<file path="config.mk">
export PLATFORM = sky130hd
export DESIGN_NAME = calendar_date_day_arithmetic_top
export DESIGN_NICKNAME = d
export VERILOG_FILES = /design/src/rtl/cdda_pkg.sv /design/src/rtl/cdda_ctrl.sv /design/src/rtl/cdda_dp.sv /design/src/rtl/calendar_date_day_arithmetic_top.sv
export SDC_FILE = /design/constraint.sdc
export NUM_CORES = 2
export LEC_CHECK = 0
export BUFFER_PORTS_ARGS = -buffer_cell sky130_fd_sc_hd__buf_2
export CELL_PAD_IN_SITES_DETAIL_PLACEMENT = 0
export CELL_PAD_IN_SITES_GLOBAL_PLACEMENT = 1
export CORE_MARGIN = 4
export CORE_UTILIZATION = 36
export CTS_CLUSTER_SIZE = 28
export DETAILED_ROUTE_END_ITERATION = 12
export PLACE_DENSITY_LB_ADDON = 0.3
export SLEW_MARGIN = 15
export SYNTH_ARGS = -nofsm -noshare
export SYNTH_HDL_FRONTEND = slang
export SYNTH_SLANG_ARGS = --single-unit
</file>
<file path="constraint.sdc">
create_clock -name clk -period 32.3 [get_ports clk]
set_clock_uncertainty 0.1 [all_clocks]
set_input_delay 1.615 -clock clk [delete_from_list [all_inputs] [get_ports clk]]
set_output_delay 1.615 -clock clk [all_outputs]
set_load 0.01 [all_outputs]
</file>
<file path="src/rtl/cdda_pkg.sv">
// Shared types, constants and calendar helper functions for the date arithmetic block.
`timescale 1ns / 1ps

package cdda_pkg;

  // Mode codes carried by each input beat.
  localparam logic [1:0] MODE_ADD  = 2'd0;
  localparam logic [1:0] MODE_SUB  = 2'd1;
  localparam logic [1:0] MODE_DIFF = 2'd2;
  localparam logic [1:0] MODE_RSVD = 2'd3;

  // Calendar limits and day counts (origin 0000-03-01).
  localparam logic [13:0] YEAR_MIN        = 14'd1;
  localparam logic [13:0] YEAR_MAX        = 14'd9999;
  localparam logic [3:0]  MONTHS_PER_YEAR = 4'd12;
  localparam logic [8:0]  DAYS_PER_YEAR   = 9'd365;
  localparam logic [8:0]  JAN1_OFFSET     = 9'd306;
  localparam logic [21:0] DAY_FIRST       = 22'd306;
  localparam logic [21:0] DAY_LAST        = 22'd3652364;
  localparam logic [12:0] RECIP_100       = 13'd5243;
  localparam logic [6:0]  CENTURY         = 7'd100;
  localparam logic [3:0]  YEAR_MSB        = 4'd13;

  typedef enum logic [1:0] {
    ST_OK      = 2'd0,
    ST_INVALID = 2'd1,
    ST_RANGE   = 2'd2
  } status_code_t;

  typedef enum logic [3:0] {
    OP_NONE,
    OP_LOAD,
    OP_CHECK,
    OP_START_DAYS,
    OP_OTHER_DAYS,
    OP_RANGE,
    OP_YEAR_EVAL,
    OP_YEAR_DECIDE,
    OP_LEAP,
    OP_MONTH_STEP,
    OP_EMIT_ERROR,
    OP_EMIT_DIFF,
    OP_EMIT_DATE
  } dp_op_t;

  typedef struct packed {
    dp_op_t       op;
    status_code_t err_code;
  } cmd_t;

  typedef struct packed {
    logic start_ok;
    logic other_ok;
    logic mode_ok;
    logic is_diff;
    logic in_range;
    logic search_last;
    logic month_found;
  } stat_t;

  // Quotient by 100 through a reciprocal multiply; exact for any 14-bit value.
  function automatic logic [7:0] div100(input logic [13:0] x);
    logic [26:0] prod;
    prod = 27'(x) * 27'(RECIP_100);
    return prod[26:19];
  endfunction

  // Gregorian leap rule.
  function automatic logic is_leap(input logic [13:0] y);
    logic [7:0]  q;
    logic [14:0] back;
    logic        cent;
    q    = div100(y);
    back = 15'(q) * 15'(CENTURY);
    cent = (back == 15'(y));
    return ((y[1:0] == 2'b00) && !cent) || (cent && (q[1:0] == 2'b00));
  endfunction

  // Days before the March-based year x, counted from the origin: x*365 + x/4 - x/100 + x/400.
  function automatic logic [21:0] year_days(input logic [13:0] x);
    logic [7:0]  q;
    logic [22:0] sum;
    q   = div100(x);
    sum = 23'(x) * 23'(DAYS_PER_YEAR) + 23'(x[13:2]) - 23'(q) + 23'(q[7:2]);
    return sum[21:0];
  endfunction

  // Length of a calendar month; zero for a month code that means nothing.
  function automatic logic [4:0] month_len(input logic leap, input logic [3:0] m);
    logic [4:0] len;
    case (m)
      4'd1, 4'd3, 4'd5, 4'd7, 4'd8, 4'd10, 4'd12: len = 5'd31;
      4'd4, 4'd6, 4'd9, 4'd11:                     len = 5'd30;
      4'd2:                                        len = leap ? 5'd29 : 5'd28;
      default:                                     len = 5'd0;
    endcase
    return len;
  endfunction

  // Days from March 1 to the first of month m in a March-based year.
  function automatic logic [8:0] month_offset(input logic [3:0] m);
    logic [8:0] off;
    case (m)
      4'd3:    off = 9'd0;
      4'd4:    off = 9'd31;
      4'd5:    off = 9'd61;
      4'd6:    off = 9'd92;
      4'd7:    off = 9'd122;
      4'd8:    off = 9'd153;
      4'd9:    off = 9'd184;
      4'd10:   off = 9'd214;
      4'd11:   off = 9'd245;
      4'd12:   off = 9'd275;
      4'd1:    off = 9'd306;
      4'd2:    off = 9'd337;
      default: off = 9'd0;
    endcase
    return off;
  endfunction

  function automatic logic date_ok(input logic [13:0] y, input logic [3:0] m,
                                   input logic [4:0] d);
    logic yok;
    logic mok;
    yok = (y >= YEAR_MIN) && (y <= YEAR_MAX);
    mok = (m >= 4'd1) && (m <= MONTHS_PER_YEAR);
    return yok && mok && (d >= 5'd1) && (d <= month_len(is_leap(y), m));
  endfunction

endpackage

</file>
<file path="src/rtl/cdda_ctrl.sv">
// Controller state machine that sequences the date datapath for one beat at a time.
`timescale 1ns / 1ps

module cdda_ctrl (
  input  logic           clk,
  input  logic           rst,
  input  logic           start,
  output logic           busy,
  output logic           done,
  input  cdda_pkg::stat_t stat,
  output cdda_pkg::cmd_t  cmd
);
  import cdda_pkg::*;

  typedef enum logic [3:0] {
    S_IDLE,
    S_CHECK,
    S_EVAL,
    S_OTHER,
    S_DIFF,
    S_RANGE,
    S_RANGE_CHK,
    S_YEVAL,
    S_YDEC,
    S_LEAP,
    S_MONTH
  } state_t;

  state_t state;
  state_t state_next;
  logic   busy_next;
  logic   done_next;

  // Next state, registered outputs and the command for the datapath.
  always_comb begin
    state_next   = state;
    busy_next    = busy;
    done_next    = 1'b0;
    cmd.op       = OP_NONE;
    cmd.err_code = ST_OK;
    case (state)
      S_IDLE: begin
        if (start) begin
          cmd.op     = OP_LOAD;
          state_next = S_CHECK;
          busy_next  = 1'b1;
        end
      end
      S_CHECK: begin
        cmd.op     = OP_CHECK;
        state_next = S_EVAL;
      end
      S_EVAL: begin
        if (!stat.mode_ok || !stat.start_ok || (stat.is_diff && !stat.other_ok)) begin
          cmd.op       = OP_EMIT_ERROR;
          cmd.err_code = ST_INVALID;
          done_next    = 1'b1;
          busy_next    = 1'b0;
          state_next   = S_IDLE;
        end else begin
          cmd.op     = OP_START_DAYS;
          state_next = stat.is_diff ? S_OTHER : S_RANGE;
        end
      end
      S_OTHER: begin
        cmd.op     = OP_OTHER_DAYS;
        state_next = S_DIFF;
      end
      S_DIFF: begin
        cmd.op     = OP_EMIT_DIFF;
        done_next  = 1'b1;
        busy_next  = 1'b0;
        state_next = S_IDLE;
      end
      S_RANGE: begin
        cmd.op     = OP_RANGE;
        state_next = S_RANGE_CHK;
      end
      S_RANGE_CHK: begin
        if (!stat.in_range) begin
          cmd.op       = OP_EMIT_ERROR;
          cmd.err_code = ST_RANGE;
          done_next    = 1'b1;
          busy_next    = 1'b0;
          state_next   = S_IDLE;
        end else begin
          state_next = S_YEVAL;
        end
      end
      S_YEVAL: begin
        cmd.op     = OP_YEAR_EVAL;
        state_next = S_YDEC;
      end
      S_YDEC: begin
        cmd.op     = OP_YEAR_DECIDE;
        state_next = stat.search_last ? S_LEAP : S_YEVAL;
      end
      S_LEAP: begin
        cmd.op     = OP_LEAP;
        state_next = S_MONTH;
      end
      S_MONTH: begin
        if (stat.month_found) begin
          cmd.op     = OP_EMIT_DATE;
          done_next  = 1'b1;
          busy_next  = 1'b0;
          state_next = S_IDLE;
        end else begin
          cmd.op = OP_MONTH_STEP;
        end
      end
      default: begin
        state_next = S_IDLE;
        busy_next  = 1'b0;
      end
    endcase
  end

  // State and registered handshake outputs.
  always_ff @(posedge clk) begin
    if (rst) begin
      state <= S_IDLE;
      busy  <= 1'b0;
      done  <= 1'b0;
    end else begin
      state <= state_next;
      busy  <= busy_next;
      done  <= done_next;
    end
  end

endmodule

</file>
<file path="src/rtl/cdda_dp.sv">
// Datapath: input registers, shared day-count unit, year search and month walk.
`timescale 1ns / 1ps

module cdda_dp (
  input  logic            clk,
  input  cdda_pkg::cmd_t  cmd,
  output cdda_pkg::stat_t stat,
  input  logic [1:0]      mode,
  input  logic [13:0]     start_year,
  input  logic [3:0]      start_month,
  input  logic [4:0]      start_day,
  input  logic [21:0]     offset_days,
  input  logic [13:0]     other_year,
  input  logic [3:0]      other_month,
  input  logic [4:0]      other_day,
  output logic [13:0]     result_year,
  output logic [3:0]      result_month,
  output logic [4:0]      result_day,
  output logic [22:0]     day_difference,
  output logic [1:0]      status
);
  import cdda_pkg::*;

  // Captured input beat.
  logic [1:0]  in_mode;
  logic [13:0] in_sy;
  logic [3:0]  in_sm;
  logic [4:0]  in_sd;
  logic [21:0] in_off;
  logic [13:0] in_oy;
  logic [3:0]  in_om;
  logic [4:0]  in_od;

  // Working registers.
  logic        start_ok;
  logic        other_ok;
  logic [21:0] start_days;
  logic [22:0] diff;
  logic [23:0] z;
  logic        in_range;
  logic [13:0] y_acc;
  logic [3:0]  bit_idx;
  logic [21:0] cand_days;
  logic [21:0] ys;
  logic        leap_y;
  logic [8:0]  doy;
  logic [3:0]  month;

  // Combinational helpers.
  logic [13:0] cand;
  logic [13:0] days_arg;
  logic [21:0] days_val;
  logic [13:0] start_yy;
  logic [13:0] other_yy;
  logic [21:0] other_days;
  logic [23:0] z_calc;
  logic [4:0]  cur_len;

  assign start_yy = (in_sm <= 4'd2) ? in_sy - 14'd1 : in_sy;
  assign other_yy = (in_om <= 4'd2) ? in_oy - 14'd1 : in_oy;
  assign cand     = y_acc | (14'd1 << bit_idx);

  // Shared day-count unit, argument chosen by the current command.
  always_comb begin
    case (cmd.op)
      OP_YEAR_EVAL:  days_arg = cand - 14'd1;
      OP_OTHER_DAYS: days_arg = other_yy;
      default:       days_arg = start_yy;
    endcase
  end
  assign days_val = year_days(days_arg);

  assign other_days = days_val + 22'(month_offset(in_om)) + 22'(in_od) - 22'd1;

  // Target day count for modes that move a date.
  assign z_calc = (in_mode == MODE_ADD) ? {2'b00, start_days} + {2'b00, in_off}
                                        : {2'b00, start_days} - {2'b00, in_off};

  assign cur_len = month_len(leap_y, month);

  // Status toward the controller.
  assign stat.start_ok    = start_ok;
  assign stat.other_ok    = other_ok;
  assign stat.mode_ok     = (in_mode != MODE_RSVD);
  assign stat.is_diff     = (in_mode == MODE_DIFF);
  assign stat.in_range    = in_range;
  assign stat.search_last = (bit_idx == 4'd0);
  assign stat.month_found = ({4'b0000, cur_len} > doy);

  // Datapath registers, updated by command.
  always_ff @(posedge clk) begin
    case (cmd.op)
      OP_LOAD: begin
        in_mode <= mode;
        in_sy   <= start_year;
        in_sm   <= start_month;
        in_sd   <= start_day;
        in_off  <= offset_days;
        in_oy   <= other_year;
        in_om   <= other_month;
        in_od   <= other_day;
      end
      OP_CHECK: begin
        start_ok <= date_ok(in_sy, in_sm, in_sd);
        other_ok <= date_ok(in_oy, in_om, in_od);
      end
      OP_START_DAYS: begin
        start_days <= days_val + 22'(month_offset(in_sm)) + 22'(in_sd) - 22'd1;
      end
      OP_OTHER_DAYS: begin
        diff <= {1'b0, start_days} - {1'b0, other_days};
      end
      OP_RANGE: begin
        z        <= z_calc;
        in_range <= !z_calc[23] && (z_calc[22:0] >= {1'b0, DAY_FIRST})
                    && (z_calc[22:0] <= {1'b0, DAY_LAST});
        y_acc    <= 14'd0;
        bit_idx  <= YEAR_MSB;
      end
      OP_YEAR_EVAL: begin
        cand_days <= days_val + 22'(JAN1_OFFSET);
      end
      OP_YEAR_DECIDE: begin
        // Keep this year bit when the candidate is within YEAR_MAX and its January 1 is not past the target.
        if ((cand <= YEAR_MAX) && (cand_days <= z[21:0])) begin
          y_acc <= cand;
          ys    <= cand_days;
        end
        bit_idx <= bit_idx - 4'd1;
      end
      OP_LEAP: begin
        leap_y <= is_leap(y_acc);
        doy    <= 9'(z[21:0] - ys);
        month  <= 4'd1;
      end
      OP_MONTH_STEP: begin
        doy   <= doy - {4'b0000, cur_len};
        month <= month + 4'd1;
      end
      OP_EMIT_ERROR: begin
        result_year    <= 14'd0;
        result_month   <= 4'd0;
        result_day     <= 5'd0;
        day_difference <= 23'd0;
        status         <= cmd.err_code;
      end
      OP_EMIT_DIFF: begin
        result_year    <= 14'd0;
        result_month   <= 4'd0;
        result_day     <= 5'd0;
        day_difference <= diff;
        status         <= ST_OK;
      end
      OP_EMIT_DATE: begin
        result_year    <= y_acc;
        result_month   <= month;
        result_day     <= 5'(doy) + 5'd1;
        day_difference <= 23'd0;
        status         <= ST_OK;
      end
      default: begin
      end
    endcase
  end

endmodule

</file>
<file path="src/rtl/calendar_date_day_arithmetic_top.sv">
// Top level of the Gregorian date add, subtract and difference block.
`timescale 1ns / 1ps

// A beat is taken on a clock edge with start high and busy low; busy then stays
// high until the result appears. Each result is shown for one cycle with done
// high and must be taken in that cycle: there is no way to hold it off. An
// invalid input is answered after the validity check, a difference (mode 2)
// after the second day count, and an out-of-range result after the range
// check. Adding or subtracting days with an in-range result runs a 14-step
// binary search for the year, each step an evaluation on the shared day-count
// unit and a decision, then walks up to 12 months, one per cycle. Results stay
// on the ports until the next done but are only meaningful while done is high.
module calendar_date_day_arithmetic_top (
  input  logic        clk,
  input  logic        rst,
  input  logic        start,
  output logic        busy,
  output logic        done,
  input  logic [1:0]  mode,
  input  logic [13:0] start_year,
  input  logic [3:0]  start_month,
  input  logic [4:0]  start_day,
  input  logic [21:0] offset_days,
  input  logic [13:0] other_year,
  input  logic [3:0]  other_month,
  input  logic [4:0]  other_day,
  output logic [13:0] result_year,
  output logic [3:0]  result_month,
  output logic [4:0]  result_day,
  output logic [22:0] day_difference,
  output logic [1:0]  status
);
  import cdda_pkg::*;

  cmd_t  cmd;
  stat_t stat;

  // Sequencer.
  cdda_ctrl u_ctrl (
    .clk   (clk),
    .rst   (rst),
    .start (start),
    .busy  (busy),
    .done  (done),
    .stat  (stat),
    .cmd   (cmd)
  );

  // Arithmetic and result registers.
  cdda_dp u_dp (
    .clk            (clk),
    .cmd            (cmd),
    .stat           (stat),
    .mode           (mode),
    .start_year     (start_year),
    .start_month    (start_month),
    .start_day      (start_day),
    .offset_days    (offset_days),
    .other_year     (other_year),
    .other_month    (other_month),
    .other_day      (other_day),
    .result_year    (result_year),
    .result_month   (result_month),
    .result_day     (result_day),
    .day_difference (day_difference),
    .status         (status)
  );

endmodule

</file>
# Word-level counts from Yosys, hierarchy flattened
# Memory sizes are Yosys's and may differ from the RTL's. A register that Yosys moved wholly into a read port is not among the register bits.
# Index checks and enable logic that the tools add are counted.
classes:
  n_addsub: 21
  shifts: 1
  reduce_logical: 60
  muxes: 48
  bitwise_logic: 2
  eq_ne: 68
  multipliers: 8
  n_lt_le_gt_ge: 19
op_table:
  columns: ["cell", "count"]
  rows:
  - ["multiplier 14 x 13 -> 27 bit (second input constant)", 4]
  - ["== test 4 bit (second input constant)", 23]
  - ["one-hot mux 14 bit (2 select lines)", 3]
  - ["== test 4 x 3 -> 1 bit (second input constant)", 20]
  - ["one-hot mux 23 bit (2 select lines)", 1]
  - ["subtractor 22 x 22 -> 23 bit", 2]
  - ["== test 15 x 14 -> 1 bit", 3]
  - ["one-hot mux 5 bit (3 select lines)", 3]
  - ["adder 22 x 5 -> 22 bit", 2]
  - ["adder 22 x 9 -> 22 bit", 2]
  - ["one-hot mux 4 bit (11 select lines)", 1]
  - ["subtractor 22 x 1 -> 22 bit (second input constant)", 2]
  - ["less-or-equal comparator 14 bit (second input constant)", 3]
  - ["two-way mux 14 bit", 3]
  - ["subtractor 14 x 1 -> 14 bit (second input constant)", 3]
  - ["== test 4 x 2 -> 1 bit (second input constant)", 10]
  - ["one-hot mux 4 bit (10 select lines)", 1]
  - ["multiplier 8 x 5 -> 13 bit (second input constant)", 3]
  - [">= comparator 14 x 1 -> 1 bit (second input constant)", 2]
  - ["two-way mux 4 bit", 7]
  - ["two-way mux 24 bit", 1]
  - ["one-hot mux 4 bit (2 select lines)", 3]
  - ["adder 22 x 22 -> 23 bit", 1]
  - [">= comparator 23 x 9 -> 1 bit (second input constant)", 1]
  - ["other kinds (47)", 123]
word_totals:
  elab_cells: 258
  in_bits: 73
  regBits: 257
  memories: 2
  romBits: 288
memory_table:
  columns: ["name", "words", "word_bits", "read_ports", "rd_ports_with_merged_regs", "wr", "line", "rtl"]
  rows:
  - ["(no name shown)", 16, 9, 1, 1, 0, "cdda_pkg.sv:103", "case (m)"]
  - ["(no name shown)", 16, 9, 1, 1, 0, "cdda_pkg.sv:103", null]

# Depth between registers and ports, before layout
logic_depth:
  depth_word: 16
  mapped_depth: 72

# By module
# Synthesis repeated with hierarchy kept, for this count alone.
unflattened:
  cells_unflattened: 3815
  hier_area_um2: 38102.8
by_module_without_submodules:
  columns: ["module", "cells_each", "area_each_um2", "seq_area_each_um2", "instances"]
  rows:
  - ["cdda_dp", 3730, 37478.4, 7897.6, 1]
  - ["cdda_ctrl", 85, 624.3, 120.1, 1]

# Least setup slack after synthesis
# OpenSTA, ideal clock, no wires.
synth_timing:
  kind: "reg-to-reg"
  start: "reg u_dp.month[0]"
  end: "reg u_dp.diff[22] (data pin)"
  path_stages_with_launch: 68
  arrival_time_ps: 15002
  synth_period_minus_slack_ps: 15248
  setup_ps: 146
  path_buffers: 1
  setup_slack_ps: 17052
  t_required_ps: 32054
  path_cell_list: "edfxtp_1 > inv_1 > ha_1 > or3_1 > a21oi_1 > or2_2 > ha_1 > a21o_1 > a211oi_1 > o21ai_0 > a2111o_1 > o31ai_1 > nand2b_1 > clkbuf_1 > o22ai_1 > nand2_1 > o21ai_0 > inv_1 > (+32 left out) > inv_1 > ha_1 > ha_1 > inv_1 > o21bai_1 > a21oi_1 > nor2b_1 > o31a_1 > o31a_1 > xnor2_1 > ha_1 > or3_1 > o211ai_1 > nand3_1 > o311ai_0 > o21ai_0 > a21o_1 > a21oi_1"
synth_between:
  elab_chain_len: 16
  elab_cells_between_ends: 30
  cone_classes: "add/sub (7); mul (2); order compare (1); eq/ne (14); mux (4); reduce/logical (2)"
synth_lines:
  columns: ["item", "line", "rtl"]
  rows:
  - ["from (decl)", "cdda_dp.sv:47", "logic [3:0] month;"]
  - ["from (signal assigned)", "cdda_dp.sv:138", "month <= month + 4'd1;"]
  - ["== test 4 x 1 -> 1 bit (tied with other cells)", "cdda_pkg.sv:91", "case (m)"]
  - ["OR reduction 7 bit or OR reduction 4 bit (tied branches)", "cdda_pkg.sv:91", null]
  - ["one-hot mux 5 bit (3 select lines) (*)", "cdda_pkg.sv:91", null]
  - ["> comparator 5 x 9 -> 1 bit (*)", "cdda_dp.sv:88", "assign stat.month_found = ({4'b0000, cur_len} > doy);"]
  - ["two-way mux 3 bit (*)", "cdda_ctrl.sv:103", "if (stat.month_found) begin"]
  - ["one-hot mux 4 bit (11 select lines) (*)", "cdda_ctrl.sv:41", "case (state)"]
  - ["== test 4 x 3 -> 1 bit", "cdda_dp.sv:65", "case (cmd.op)"]
  - ["one-hot mux 14 bit (2 select lines) (*)", "cdda_dp.sv:65", null]
  - ["multiplier 14 x 9 -> 22 bit", "cdda_pkg.sv:84", "sum = 23'(x) * 23'(DAYS_PER_YEAR) + 23'(x[13:2]) - 23'(q) + 23'(q[7:2]);"]
  - ["adder 22 x 12 -> 22 bit", "cdda_pkg.sv:84", null]
  - ["subtractor 22 x 8 -> 22 bit", "cdda_pkg.sv:84", null]
  - ["adder 22 x 6 -> 22 bit (*)", "cdda_pkg.sv:84", null]
  - ["adder 22 x 9 -> 22 bit (*)", "cdda_dp.sv:73", "assign other_days = days_val + 22'(month_offset(in_om)) + 22'(in_od) - 22'd1;"]
  - ["adder 22 x 5 -> 22 bit (*)", "cdda_dp.sv:73", null]
  - ["subtractor 22 x 1 -> 22 bit (*)", "cdda_dp.sv:73", null]
  - ["subtractor 22 x 22 -> 23 bit (*)", "cdda_dp.sv:111", "diff <= {1'b0, start_days} - {1'b0, other_days};"]
  - ["to (signal assigned)", "cdda_dp.sv:111", null]
  - ["to (decl)", "cdda_dp.sv:38", "logic [22:0] diff;"]
# Every way passes the cells marked *; elsewhere a longest branch is shown, timed or not.
# A chain may end at the register's enable or synchronous reset.

# Final worst setup path
# Ends and elaborated chain as after synthesis.

==> impl_metrics.env <==
export IMPL_status="finished clean"
export IMPL_cts_resized=0
export IMPL_fp_coreArea_um2=103800
export IMPL_cts_tree="done"
export IMPL_grt_max_degree=47
export IMPL_nNetsFinal=5129
export IMPL_worst_slack_ns=14.15
export IMPL_vias=25741
export IMPL_dieWidth_um=331.8
export IMPL_worstMarginPinSlew_ns=1.171
export IMPL_path_buf_inv=11
export IMPL_wire_per_inst_um=17.37
export IMPL_viasPerCell=4.846
export IMPL_die_area_um2=110100
export IMPL_io_pins=123
export IMPL_grt_usage_pct=16.78
export IMPL_synth_cell_type_count=76
export IMPL_hp_class="flop to flop"
export IMPL_numCtsBuffers=30
export IMPL_maxCapViolCount=0
export IMPL_critPathSlowestCell="o31ai_2"
export IMPL_final_area_um2=41020
export IMPL_rsz0062_at_grt="false"
export IMPL_synth_seq_cells=275
export IMPL_cp_arrival_ns=18.42
export IMPL_drc_errors=0
export IMPL_multiInputGateArea_um2=26540
export IMPL_final_hold_viol_count=0
export IMPL_grt_pass1_wl_um=147900
export IMPL_nFillCells=10343
export IMPL_fin_crit_sh_pct=56.19
export IMPL_syn_to_final_growth_pct=8.680
export IMPL_layout_commonest_cell="inv_1"
export IMPL_setup_worst_path_class="flop to flop"
export IMPL_finalSetupViolations=0
export IMPL_drive_above_1_share_pct=5.621
export IMPL_syn_cell_area_um2=37740
export IMPL_synth_cells=3784
export IMPL_timing_fmax_ghz=0.05510
export IMPL_h_tree_depth=1
export IMPL_grt_antenna_before_repair=0
export IMPL_place_congestion=0.8847
export IMPL_seq_area_um2=8018
export IMPL_report_final_slew_viol_count=0
export IMPL_antenna_left=0
export IMPL_synth_edf_count=251
export IMPL_grt_overflow_total=0
export IMPL_rows=118
export IMPL_grt_pass1_vias=26624
export IMPL_synth_area_per_cell_um2=9.974
export IMPL_wirelength_um=92280
export IMPL_endpoint_kind="flop"
export IMPL_ctsLongestPathBuffers=3
export IMPL_seq_area_frac_synth_pct=21.24
export IMPL_detail_route_iter0_violations=1307
export IMPL_cts_sinks=275
export IMPL_start_util_pct=36.36
export IMPL_layout_common_cells="inv_1 (810), ha_1 (795), fa_1 (353)"
export IMPL_clkSlewWorstSetupHoldPaths_ns=0.06
export IMPL_pre_cts_ws_ns=14.30
export IMPL_first_pass_iters=4
export IMPL_utilization_pct=39.52
export IMPL_start_kind="flop"
export IMPL_cts_hold_buf=0
export IMPL_yosysWarnings=0
export IMPL_tns_ns=0
export IMPL_cts_setup_buffers=0
export IMPL_crit_top_cell="inv_1"
export IMPL_crit_family="compound AO/OA/AOI/OAI gates"
export IMPL_clk_latency_ns=0.63
export IMPL_port_buffers=122
export IMPL_relSlewSlack_pct=21.48
export IMPL_place_area_um2=40070
export IMPL_max_stage_delay_ns=0.95
export IMPL_path_max_fanout=15
export IMPL_ys_async_sr_fraction_pct=0
export IMPL_hpwlAfterDp_um=78770
export IMPL_synthFlopType="edfxtp_1"
export IMPL_cp_required_ns=32.57
export IMPL_mappedNetlistNets=5005
export IMPL_die_h_um=331.8
export IMPL_antenna_cells=0
export IMPL_cts_root_buf="clkbuf_16"
export IMPL_fin_crit_ns=18.15
## per-stage QoR
stage          hold WS (ns)  cells
3_3_place_gp         0.3331   5256
5_1_grt              0.3521   5312
3_5_place_dp         0.3388   5256
6_report             0.3477   5312
4_1_cts              0.3495   5312
2_1_floorplan        0.3264   3784
## cells in the mapped netlist (all sizes together), types with 40 or more instances
library cell  number  area [µm²]
o21ai            122       610.6
clkbuf            40       150.1
nand2b            43       269.0
and2              62       387.9
a21oi            174       874.6
inv              812        3048
edfxtp           251        7537
ha               795        9947
fa               353        7067
nand3             58       290.3
nand2            117       439.2
nor2             142       533.0
a21o              64       480.5
nor3              58       290.3
xnor2            191        1673
xor2              67       586.8
## metal layers
layer	up-vias	track usage [%]	routed length, µm
li1	12899	-	-
met1	12451	24.61	46160
met2	320	26.88	41060
met3	71	2.375	3644
met4	0	2.440	1414
met5	-	0	0
## cells by family after synthesis
group	synth area share, %
XOR/XNOR	6.047
adder cells (fa/ha/maj)	45.08
buffers and inverters	8.570
AND/OR/NAND/NOR	8.408
multiplexers	0.4244
AO/OA/AOI/OAI	10.22
flip-flops	21.24
## path summary, 6_finish.rpt
kind	cells past startpoint	to	slack [ns]	from
setup reg to reg	67	u_dp.diff[22]	14.15	u_dp.month[0]
setup / recovery	67	u_dp.diff[22]	14.15	u_dp.month[0]
hold / removal	0	u_dp.ys[0]	0.35	u_dp.cand_days[0]
hold reg to reg	0	u_dp.ys[0]	0.35	u_dp.cand_days[0]
## flip-flops by register name, indices dropped and copies added (netlist names), 9 cells and up, named ones only
register	cells
u_dp.day_difference	23
u_dp.diff	23
u_dp.cand_days	22
u_dp.in_off	22
u_dp.start_days	22
u_dp.z	22
u_dp.in_oy	14
u_dp.in_sy	14
u_dp.result_year	14
u_dp.y_acc	14
u_dp.doy	9
u_dp.ys	9
## area by class of cell
type	instances	share of cell area [%]
well taps	1380	4.210
multi-input cells	2650	64.71
repair buffers	139	1.800
clock inverters	14	0.3295
inverters	812	7.434
clock buffers	42	1.965
flip-flops and latches	275	19.55
Power is left out: the tool's default activity adds up to more than one toggle a clock period on the data nets, which glitch-free logic cannot reach.
